[src/assert_macros.svh]
// Assertion macros for the RTL of the gas level alarm detector.
// No dependencies; the macros are empty when SYNTH is defined.
`ifndef ASSERT_MACROS_SVH
`define ASSERT_MACROS_SVH
`ifndef SYNTH
`define ASSERT_ALWAYS(lbl, clk, rst_n, cond, msg) \
  lbl: assert property (@(posedge clk) disable iff (!rst_n) (cond)) else $error(msg);
`define ASSERT_IMPLIES(lbl, clk, rst_n, ante, cons, msg) \
  lbl: assert property (@(posedge clk) disable iff (!rst_n) (ante) |-> (cons)) else $error(msg);
`define ASSERT_NEXT(lbl, clk, rst_n, ante, cons, msg) \
  lbl: assert property (@(posedge clk) disable iff (!rst_n) (ante) |=> (cons)) else $error(msg);
`else
`define ASSERT_ALWAYS(lbl, clk, rst_n, cond, msg)
`define ASSERT_IMPLIES(lbl, clk, rst_n, ante, cons, msg)
`define ASSERT_NEXT(lbl, clk, rst_n, ante, cons, msg)
`endif
`endif

[src/gald_pkg.sv]
// Package of the gas level alarm detector: widths, constants, register
// indexes and the result struct. No dependencies.
`default_nettype none
package gald_pkg;

  localparam int ADC_W      = 12;
  localparam int OFFSET_W   = 12;
  localparam int WARM_W     = 20;
  localparam int ALARM_W    = 8;
  localparam int CFG_DATA_W = 20;
  localparam int CFG_IDX_W  = 1;

  localparam int CAL_SAMPLES_DEF = 64;

  localparam logic [OFFSET_W-1:0] ALARM_OFFSET_RST = 12'd300;
  localparam logic [WARM_W-1:0]   WARMUP_TICKS_RST = 20'd60000;

  localparam logic [CFG_IDX_W-1:0] CFG_ALARM_OFFSET = 1'b0;
  localparam logic [CFG_IDX_W-1:0] CFG_WARMUP_TICKS = 1'b1;

  localparam int GROUP_SIZE = 5;
  localparam int GRP_CNT_W  = 3;
  localparam int GRP_SUM_W  = 15;
  localparam int GRP_SHIFT  = 18;
  localparam int GRP_RECIP  = ((1 << GRP_SHIFT) + GROUP_SIZE - 1) / GROUP_SIZE;
  localparam int GRP_PROD_W = GRP_SUM_W + 16;

  localparam logic [ALARM_W-1:0] DANGER_LEVEL = 8'd3;
  localparam logic [ALARM_W-1:0] ALARM_MAX    = 8'd255;

  typedef struct packed {
    logic              average_new;
    logic [ADC_W-1:0]  last_average;
    logic [ADC_W-1:0]  base_level;
    logic              sensor_ready;
    logic              danger;
  } gald_result_t;

endpackage
`default_nettype wire

[src/gald_engine.sv]
// Detector state and per-item step logic: warm-up, baseline calibration,
// five-sample averaging and the danger counter. Depends on gald_pkg.
`default_nettype none
module gald_engine
  import gald_pkg::*;
#(
  parameter int CAL_SAMPLES = CAL_SAMPLES_DEF
) (
  input  wire logic                clk,
  input  wire logic                rst_n,
  input  wire logic                commit,
  input  wire logic                cmd,
  input  wire logic [ADC_W-1:0]    sample,
  input  wire logic [OFFSET_W-1:0] alarm_offset,
  input  wire logic [WARM_W-1:0]   warmup_ticks,
  output gald_result_t             result
);

  localparam int CAL_LOG     = $clog2(CAL_SAMPLES);
  localparam int CAL_CNT_W   = (CAL_LOG < 1) ? 1 : CAL_LOG;
  localparam int CAL_SUM_W   = ADC_W + CAL_LOG;
  localparam int CAL_SHIFT   = ADC_W + 2 * CAL_LOG;
  localparam int CAL_RECIP_W = CAL_SHIFT - CAL_LOG + 1;
  localparam int CAL_PROD_W  = CAL_SUM_W + CAL_RECIP_W;
  localparam int CAL_RECIP   = ((1 << CAL_SHIFT) + CAL_SAMPLES - 1) / CAL_SAMPLES;
  localparam int CAL_LAST    = CAL_SAMPLES - 1;

  typedef enum logic [1:0] {
    PH_WARM = 2'd0,
    PH_CAL  = 2'd1,
    PH_RUN  = 2'd2
  } phase_t;

  phase_t                 phase_r, phase_nxt, phase_eff;
  logic [WARM_W-1:0]      warm_count_r, warm_count_nxt;
  logic [CAL_CNT_W-1:0]   cal_count_r, cal_count_nxt;
  logic [CAL_SUM_W-1:0]   cal_sum_r, cal_sum_nxt, cal_add;
  logic [ADC_W-1:0]       baseline_r, baseline_nxt;
  logic [GRP_CNT_W-1:0]   group_count_r, group_count_nxt;
  logic [GRP_SUM_W-1:0]   group_sum_r, group_sum_nxt, grp_add;
  logic [ALARM_W-1:0]     alarm_count_r, alarm_count_nxt;
  logic [ADC_W-1:0]       recent_r, recent_nxt;
  logic                   fresh;
  logic                   running;
  logic [CAL_PROD_W-1:0]  cal_prod;
  logic [GRP_PROD_W-1:0]  grp_prod;
  logic [ADC_W-1:0]       grp_avg;
  logic [ADC_W:0]         thresh;

  assign cal_add  = cal_sum_r + CAL_SUM_W'(sample);
  assign cal_prod = CAL_PROD_W'(cal_add) * CAL_PROD_W'(CAL_RECIP);
  assign grp_add  = group_sum_r + GRP_SUM_W'(sample);
  assign grp_prod = GRP_PROD_W'(grp_add) * GRP_PROD_W'(GRP_RECIP);
  assign grp_avg  = grp_prod[GRP_SHIFT +: ADC_W];
  assign thresh   = {1'b0, baseline_r} + {1'b0, alarm_offset};

  always_comb begin
    phase_nxt       = phase_r;
    warm_count_nxt  = warm_count_r;
    cal_count_nxt   = cal_count_r;
    cal_sum_nxt     = cal_sum_r;
    baseline_nxt    = baseline_r;
    group_count_nxt = group_count_r;
    group_sum_nxt   = group_sum_r;
    alarm_count_nxt = alarm_count_r;
    recent_nxt      = recent_r;
    fresh           = 1'b0;

    phase_eff = phase_r;
    if (phase_r == PH_WARM && warm_count_r >= warmup_ticks) begin
      phase_eff = PH_CAL;
    end
    phase_nxt = phase_eff;

    case (phase_eff)
      PH_WARM: begin
        if (!cmd && warm_count_r != '1) begin
          warm_count_nxt = warm_count_r + 1'b1;
        end
        if (warm_count_nxt >= warmup_ticks) begin
          phase_nxt = PH_CAL;
        end
      end
      PH_CAL: begin
        if (cmd) begin
          if (cal_count_r == CAL_CNT_W'(CAL_LAST)) begin
            baseline_nxt  = cal_prod[CAL_SHIFT +: ADC_W];
            cal_count_nxt = '0;
            cal_sum_nxt   = '0;
            phase_nxt     = PH_RUN;
          end else begin
            cal_sum_nxt   = cal_add;
            cal_count_nxt = cal_count_r + 1'b1;
          end
        end
      end
      default: begin
        if (cmd) begin
          if (group_count_r == GRP_CNT_W'(GROUP_SIZE - 1)) begin
            recent_nxt      = grp_avg;
            group_sum_nxt   = '0;
            group_count_nxt = '0;
            fresh           = 1'b1;
            if ({1'b0, grp_avg} >= thresh) begin
              if (alarm_count_r != ALARM_MAX) begin
                alarm_count_nxt = alarm_count_r + 1'b1;
              end
            end else if (alarm_count_r != '0) begin
              alarm_count_nxt = alarm_count_r - 1'b1;
            end
          end else begin
            group_sum_nxt   = grp_add;
            group_count_nxt = group_count_r + 1'b1;
          end
        end
      end
    endcase

    running = (phase_nxt != PH_WARM) && (phase_nxt != PH_CAL);

    result.danger       = running && (alarm_count_nxt >= DANGER_LEVEL);
    result.sensor_ready = running;
    result.base_level   = baseline_nxt;
    result.last_average = recent_nxt;
    result.average_new  = fresh;
  end

  always_ff @(posedge clk) begin
    if (!rst_n) begin
      phase_r       <= PH_WARM;
      warm_count_r  <= '0;
      cal_count_r   <= '0;
      cal_sum_r     <= '0;
      baseline_r    <= '0;
      group_count_r <= '0;
      group_sum_r   <= '0;
      alarm_count_r <= '0;
      recent_r      <= '0;
    end else if (commit) begin
      phase_r       <= phase_nxt;
      warm_count_r  <= warm_count_nxt;
      cal_count_r   <= cal_count_nxt;
      cal_sum_r     <= cal_sum_nxt;
      baseline_r    <= baseline_nxt;
      group_count_r <= group_count_nxt;
      group_sum_r   <= group_sum_nxt;
      alarm_count_r <= alarm_count_nxt;
      recent_r      <= recent_nxt;
    end
  end

endmodule
`default_nettype wire

[src/gas_level_alarm_detector_core.sv]
// Top level of the gas level alarm detector: stream ports, input and result
// registers, configuration registers. Depends on gald_pkg and gald_engine.
//
//   channel  dir  handshake            payload
//   in       in   in_tvalid/in_tready  in_tuser = cmd, in_tdata = adc_sample
//   out      out  out_tvalid/out_tready out_tdata = result fields
//   cfg      in   cfg_we               cfg_index, cfg_wdata
//
// Every item yields one result; one item per cycle is sustained while out_tready
// is high. An item taken into the input register is stepped into the result
// register when it advances, and its result is then offered on the out channel.
// While a result waits on out_tready the input register takes at most one more
// item, then in_tready stays low until the result is taken. Synchronous active-low
// reset returns the detector to warm-up and the config registers to defaults.
`default_nettype none
`include "assert_macros.svh"
module gas_level_alarm_detector_core
  import gald_pkg::*;
#(
  parameter int CAL_SAMPLES = CAL_SAMPLES_DEF
) (
  input  wire logic                  clk,
  input  wire logic                  rst_n,
  input  wire logic                  in_tvalid,
  output logic                       in_tready,
  // [0] cmd
  input  wire logic                  in_tuser,
  // [11:0] adc_sample, [15:12] zero
  input  wire logic [15:0]           in_tdata,
  output logic                       out_tvalid,
  input  wire logic                  out_tready,
  // [0] danger, [1] sensor_ready, [13:2] base_level, [25:14] last_average,
  // [26] average_new, [31:27] zero
  output logic [31:0]                out_tdata,
  input  wire logic                  cfg_we,
  input  wire logic [CFG_IDX_W-1:0]  cfg_index,
  input  wire logic [CFG_DATA_W-1:0] cfg_wdata
);

  logic                s1_valid_r;
  logic                s1_cmd_r;
  logic [ADC_W-1:0]    s1_sample_r;
  logic                out_valid_r;
  gald_result_t        out_res_r;
  gald_result_t        step_res;
  logic                advance;
  logic [OFFSET_W-1:0] alarm_offset_r;
  logic [WARM_W-1:0]   warmup_ticks_r;

  assign advance   = s1_valid_r && (!out_valid_r || out_tready);
  assign in_tready = !s1_valid_r || advance;

  gald_engine #(
    .CAL_SAMPLES(CAL_SAMPLES)
  ) u_engine (
    .clk          (clk),
    .rst_n        (rst_n),
    .commit       (advance),
    .cmd          (s1_cmd_r),
    .sample       (s1_sample_r),
    .alarm_offset (alarm_offset_r),
    .warmup_ticks (warmup_ticks_r),
    .result       (step_res)
  );

  always_ff @(posedge clk) begin
    if (!rst_n) begin
      s1_valid_r  <= 1'b0;
      out_valid_r <= 1'b0;
    end else begin
      if (in_tready) begin
        s1_valid_r <= in_tvalid;
      end
      if (advance) begin
        out_valid_r <= 1'b1;
      end else if (out_tready) begin
        out_valid_r <= 1'b0;
      end
    end
  end

  always_ff @(posedge clk) begin
    if (in_tvalid && in_tready) begin
      s1_cmd_r    <= in_tuser;
      s1_sample_r <= in_tdata[ADC_W-1:0];
    end
    if (advance) begin
      out_res_r <= step_res;
    end
  end

  always_ff @(posedge clk) begin
    if (!rst_n) begin
      alarm_offset_r <= ALARM_OFFSET_RST;
      warmup_ticks_r <= WARMUP_TICKS_RST;
    end else if (cfg_we) begin
      case (cfg_index)
        CFG_ALARM_OFFSET: alarm_offset_r <= cfg_wdata[OFFSET_W-1:0];
        CFG_WARMUP_TICKS: warmup_ticks_r <= cfg_wdata[WARM_W-1:0];
        default: ;
      endcase
    end
  end

  assign out_tvalid = out_valid_r;
  assign out_tdata  = {5'b0, out_res_r};

  `ASSERT_IMPLIES(a_danger_ready, clk, rst_n, out_valid_r && out_res_r.danger, out_res_r.sensor_ready, "danger without calibration")
  `ASSERT_IMPLIES(a_avg_ready, clk, rst_n, out_valid_r && out_res_r.average_new, out_res_r.sensor_ready, "average before calibration")
  `ASSERT_IMPLIES(a_base_zero, clk, rst_n, out_valid_r && !out_res_r.sensor_ready, out_res_r.base_level == '0, "baseline set before calibration")
  `ASSERT_NEXT(a_advance_out, clk, rst_n, advance, out_valid_r, "advanced item lost")

endmodule
`default_nettype wire
[config.mk]
export PLATFORM = sky130hd
export DESIGN_NAME = gas_level_alarm_detector_core
export DESIGN_NICKNAME = d
export VERILOG_FILES = /design/src/gald_pkg.sv /design/src/gald_engine.sv /design/src/gas_level_alarm_detector_core.sv
export VERILOG_INCLUDE_DIRS = /design/src /design/src/src
export SDC_FILE = /design/constraint.sdc
export NUM_CORES = 1
export LEC_CHECK = 0
export ABC_CLOCK_PERIOD_IN_PS = 11900
export BUFFER_PORTS_ARGS = -buffer_cell sky130_fd_sc_hd__buf_2
export CORE_MARGIN = 4
export CORE_UTILIZATION = 40
export CTS_BUF_LIST = sky130_fd_sc_hd__clkbuf_4 sky130_fd_sc_hd__clkbuf_8 sky130_fd_sc_hd__clkbuf_16
export DETAILED_ROUTE_END_ITERATION = 16
export SYNTH_ARGS = -nofsm -noshare
export SYNTH_HDL_FRONTEND = slang
export SYNTH_HIERARCHICAL = 1
export SYNTH_SLANG_ARGS = --single-unit
[constraint.sdc]
create_clock -name clk -period 11.9 [get_ports clk]
set_input_delay 3.57 -clock clk [delete_from_list [all_inputs] [get_ports clk]]
set_output_delay 3.57 -clock clk [all_outputs]
set_load 0.03 [all_outputs]
== Word level (Yosys, flattened, before mapping) ==
Index checks and enable logic that the tools add are counted.

* Bits in registers: 170
* Input port bits: 43

* Equality and inequality tests: 6
* Reduce and logical (&&, ||, !) cells: 23
* Order comparisons: 4
* Add/subtract/negate cells: 8
* Bitwise logic cells: 3
* $mul: 1
* Mux-type cells: 26

{| class="wikitable"
|+ Operators by type and width
! operator !! number
|-
| $mux W12 || 6
|-
| $mux W8 || 6
|-
| $ge A20 B20 Y1 || 2
|-
| $mux W20 || 2
|-
| $mul A15 B16 Y30 const B || 1
|-
| $add A20 B1 Y20 const B || 1
|-
| $ne A20 B20 Y1 const B || 1
|-
| $add A18 B12 Y18 || 1
|-
| $mux W18 || 1
|-
| $add A15 B12 Y15 || 1
|-
| $mux W15 || 1
|-
| $add A12 B12 Y13 || 1
|-
| $ge A12 B13 Y1 || 1
|-
| $add A8 B1 Y8 const B || 1
|-
| $ge A8 B2 Y1 const B || 1
|-
| $mux W2 || 4
|-
| $ne A8 B8 Y1 const B || 1
|-
| $reduce_bool A8 Y1 || 1
|-
| $sub A8 B1 Y8 const B || 1
|-
| $add A6 B1 Y6 const B || 1
|-
| $eq A6 B6 Y1 const B || 1
|-
| $logic_and A1 B1 Y1 || 6
|-
| $mux W6 || 1
|-
| $reduce_and A2 Y1 || 3
|-
| 15 further kinds || 25
|}

== Longest topological paths before layout ==
* Depth after elaboration: 11
* Depth in mapped cells: 42
* Depth with buffers taken out: 41

== By module ==
Netlist, hierarchy kept.

{| class="wikitable"
|+ Modules (own cells, without submodules)
! module !! seq. area each (µm²) !! cells each !! area each (µm²) !! times used
|-
| gald_engine || 1921.8 || 1362 || 11228.3 || 1
|-
| gas_level_alarm_detector_core || 1881.8 || 193 || 2596.2 || 1
|}

== Worst setup path after synthesis ==
Ideal clock, no wire load.

* Path type: reg-to-reg
* Start point: register s1_sample_r[0]
* End point: register out_res_r, in the netlist out_tdata[0] (data pin)
* Buffers on the path: 1
* Setup time: 0.269 ns
* Stages on the path, launching flop included: 42
* Path slack: 2.428 ns
* Data arrival time: 9.204 ns
* Data required time: 11.631 ns
* Cell sequence: edfxtp_1 -> ha_1 -> inv_1 -> fa_1 -> nor2b_4 -> o31a_1 -> or3_1 -> a41o_1 -> o41a_4 -> nand3_2 -> xor2_2 -> xnor2_1 -> inv_1 -> fa_1 -> inv_1 -> fa_1 -> inv_1 -> fa_1 -> [... 6 more ...] -> a211o_1 -> a21oi_1 -> a21oi_1 -> nor3_1 -> a21boi_0 -> xnor2_1 -> inv_1 -> ha_1 -> a21oi_1 -> a21oi_1 -> a211oi_1 -> o22ai_1 -> and2_1 -> buf_2 -> o21ai_0 -> a221oi_1 -> nor4bb_1 -> a31oi_1

{| class="wikitable"
|+ RTL lines
! element !! RTL line !! RTL
|-
| start: declaration || gas_level_alarm_detector_core.sv:42 || <nowiki>logic [ADC_W-1:0] s1_sample_r;</nowiki>
|-
| start signal: assignment || gas_level_alarm_detector_core.sv:85 || <nowiki>s1_sample_r <= in_tdata[ADC_W-1:0];</nowiki>
|-
| end signal: assignment || gas_level_alarm_detector_core.sv:88 || <nowiki>out_res_r <= step_res;</nowiki>
|-
| end: declaration || gas_level_alarm_detector_core.sv:44 || <nowiki>gald_result_t out_res_r;</nowiki>
|}

==> impl_metrics.env <==
export IMPL_ys_warn_count=6
export IMPL_setup_worst_path_class="register to register"
export IMPL_yosysTopAreaCell="dfxtp_1"
export IMPL_fin_setup_tns_ns=0
export IMPL_critPathMaxFanout=11
export IMPL_yosysSeqAreaShare=0.275
export IMPL_antenna_found_initial=0
export IMPL_use_met1=0.243
export IMPL_nets=1899
export IMPL_crit_family="adder cells"
export IMPL_drive_gt1_frac=0.0902
export IMPL_intPower_mw=1.31
export IMPL_post_route_period_util=0.910
export IMPL_synthArstFlopShare=0
export IMPL_syn_area_um2=13800
export IMPL_ys_flop_type="dfxtp_1"
export IMPL_gp_congestion=0.885
export IMPL_fill_cells=3287
export IMPL_port_buffers=67
export IMPL_avgRoutedWirePerCell_um=15.9
export IMPL_drv_cap=0
export IMPL_coreArea_um2=33800
export IMPL_ant_nets=0
export IMPL_gr_usage_met3=0.0248
export IMPL_cts_tree="done"
export IMPL_vias=10900
export IMPL_area_delta_synth_final_pct=9.35
export IMPL_grt_util_all_layers=0.172
export IMPL_post_cts_buffers=0
export IMPL_fmax_ghz=0.0923
export IMPL_io_pins=77
export IMPL_power_frac_comb=0.467
export IMPL_row_count=67
export IMPL_final_max_slew_viol_count=0
export IMPL_min_path_type="register to register"
export IMPL_period_needed_ns=10.83
export IMPL_final_core_util=0.447
export IMPL_wirelength_um=32700
export IMPL_hold_viol=0
export IMPL_clock_sinks=170
export IMPL_rsz0062_at_grt="no"
export IMPL_clockBufferDepth=2
export IMPL_slowest_delay_ns=0.57
export IMPL_drc=0
export IMPL_ctsHoldBuffers=0
export IMPL_drt_iter0_drc=630
export IMPL_critical_path_arrival_ns=11.00
export IMPL_max_slew_margin=0.233
export IMPL_synthDistinctLibCells=81
export IMPL_initial_core_util=0.409
export IMPL_ir_worst_vdd_mv=0.112
export IMPL_setup_slack_ns=1.07
export IMPL_p_leak_nw=6.95
export IMPL_cp_start_kind="register"
export IMPL_cts_clk_slew_worst_paths_ns=0.06
export IMPL_grt_busiest_layer="met2"
export IMPL_yosys_top_cells_count="200 x ha_1, 167 x inv_1, 130 x dfxtp_1, 127 x nand2_1, 112 x nor2_1"
export IMPL_netlist_instances=1555
export IMPL_cts_htree_levels=4
export IMPL_power_frac_seq=0.282
export IMPL_cts_resized=0
export IMPL_grt_pass1_vias=10600
export IMPL_synth_edf_count=40
export IMPL_powerDensity_nw_per_um2=145
export IMPL_power_switching_uw=886
export IMPL_insertedDiodeCount=0
export IMPL_max_slew_worst_pin_slew_ns=1.15
export IMPL_crit_buf_inv=6
export IMPL_syn_avg_cell_area_um2=8.89
export IMPL_cp_end_kind="register"
export IMPL_switching_share=0.404
export IMPL_grt_max_degree=81
export IMPL_ys_ff_latch=170
export IMPL_use_met2=0.283
export IMPL_clockPowerShare=0.252
export IMPL_avgViaCountPerCell=5.31
export IMPL_critPathRequiredTime_ns=12.07
export IMPL_status="completed"
export IMPL_netlist_area_leader_share=0.188
export IMPL_cts_inserted_buffers=17
export IMPL_dp_hpwl_um=24900
export IMPL_grt_overflow_total=0
export IMPL_setup_viol=0
export IMPL_die_w_um=194
export IMPL_clock_skew_ns=0.0198
export IMPL_drtPass1Iterations=5
export IMPL_grt_pass1_wl_um=53700
export IMPL_place_ws_ns=1.17
export IMPL_synth_top_cells_by_area="dfxtp_1 19%, ha_1 18%, fa_1 9.0%"
export IMPL_synth_most_common_cell="ha_1"
export IMPL_dieHeight_um=194
export IMPL_cts_root_buf="clkbuf_16"
export IMPL_cp_slowest_cell="fa_1"
export IMPL_clock_latency_ns=0.45
export IMPL_dieArea_um2=37600
## state kept, by name, summed over array words and instances, names as in the netlist, 6 cells and up
register / count
u_engine/alarm_count_r: 8
alarm_offset_r: 12
u_engine/cal_sum_r: 18
out_tdata: 27
u_engine/warm_count_r: 20
warmup_ticks_r: 20
s1_sample_r: 12
u_engine/cal_count_r: 6
u_engine/recent_r: 12
u_engine/baseline_r: 12
u_engine/group_sum_r: 15
## cells by family (layout without fill, tap and decap cells)
logic type / count (synthesis) / after routing / synth area share
multiplexers: 33 / 33 / 0.0250
adder cells (fa/ha/maj): 262 / 262 / 0.271
AND/OR/NAND/NOR: 446 / 446 / 0.158
XOR/XNOR: 84 / 84 / 0.0538
AO/OA/AOI/OAI: 325 / 325 / 0.148
buffers and inverters: 234 / 282 / 0.0693
flip-flops: 170 / 170 / 0.275
other: 1 / 5 / 0.000271
## per-stage QoR
step / power, mW / instances / hold WS [ns] / instance area, µm²
2_1_floorplan: 1.38 / 1559 / 0.428 / 13800
4_1_cts: 2.21 / 2055 / 0.452 / 15100
6_report: 2.19 / 2055 / 0.448 / 15100
5_1_grt: 2.39 / 2055 / 0.477 / 15100
3_3_place_gp: 1.63 / 2023 / 0.439 / 14500
3_5_place_dp: 1.65 / 2023 / 0.443 / 14500
## path summary, 6_finish.rpt
path                 startpoint            endpoint  slack [ns]  cells after the start
max              s1_sample_r[0]        out_tdata[0]        1.07                     39
min          warmup_ticks_r[18]  warmup_ticks_r[18]        0.45                      2
max reg2reg      s1_sample_r[0]        out_tdata[0]        1.07                     39
min reg2reg  warmup_ticks_r[18]  warmup_ticks_r[18]        0.45                      2
## tightest hold or removal path: stages, from the launching register on
cell and delay (ns):
dfxtp_1 0.31, nand2_1 0.05, o21ai_1 0.05
## cells in the final DEF (no fill, tap or decap), types with 17 or more instances in the layout
cell type,synthesis,layout
nand4_1,25,25
mux2i_1,21,21
xnor2_1,51,51
inv_1,167,167
ha_1,200,200
clkbuf_16,0,19
a22oi_1,17,17
edfxtp_1,40,40
xor2_1,32,32
fa_1,62,62
nand3_1,56,56
a21oi_1,108,108
nor2_1,112,112
o21ai_0,65,65
and3_1,18,18
buf_2,13,67
nor3_1,25,24
dfxtp_1,130,130
a21o_1,24,24
nand2_1,127,127
## power groups by stage
stage	Combinational [mW]	Clock, mW	Sequential, mW
after CTS	1.03	0.569	0.618
final	1.02	0.552	0.618
after global routing	1.18	0.590	0.620
after global placement	0.997	0	0.631
after detailed placement	1.01	0	0.631
after floorplan	0.741	0	0.636
## metal layers
metal	wire length, µm	vias to the layer above
met5	0	-
met4	384	0
met3	1050	22
met2	15100	177
met1	16200	5218
li1	-	5490
## final cells by class
cell class / count / area [µm²] / area share
flip-flops and latches: 170 / 3800 / 0.252
clock inverters: 10 / 83.8 / 0.00555
repair buffers: 79 / 425 / 0.0281
clock buffers: 22 / 504 / 0.0334
multi-input cells: 1155 / 9100 / 0.602
inverters: 171 / 643 / 0.0425
well taps: 448 / 561 / 0.0371
No activity file was read; power rests on OpenSTA's default activity.
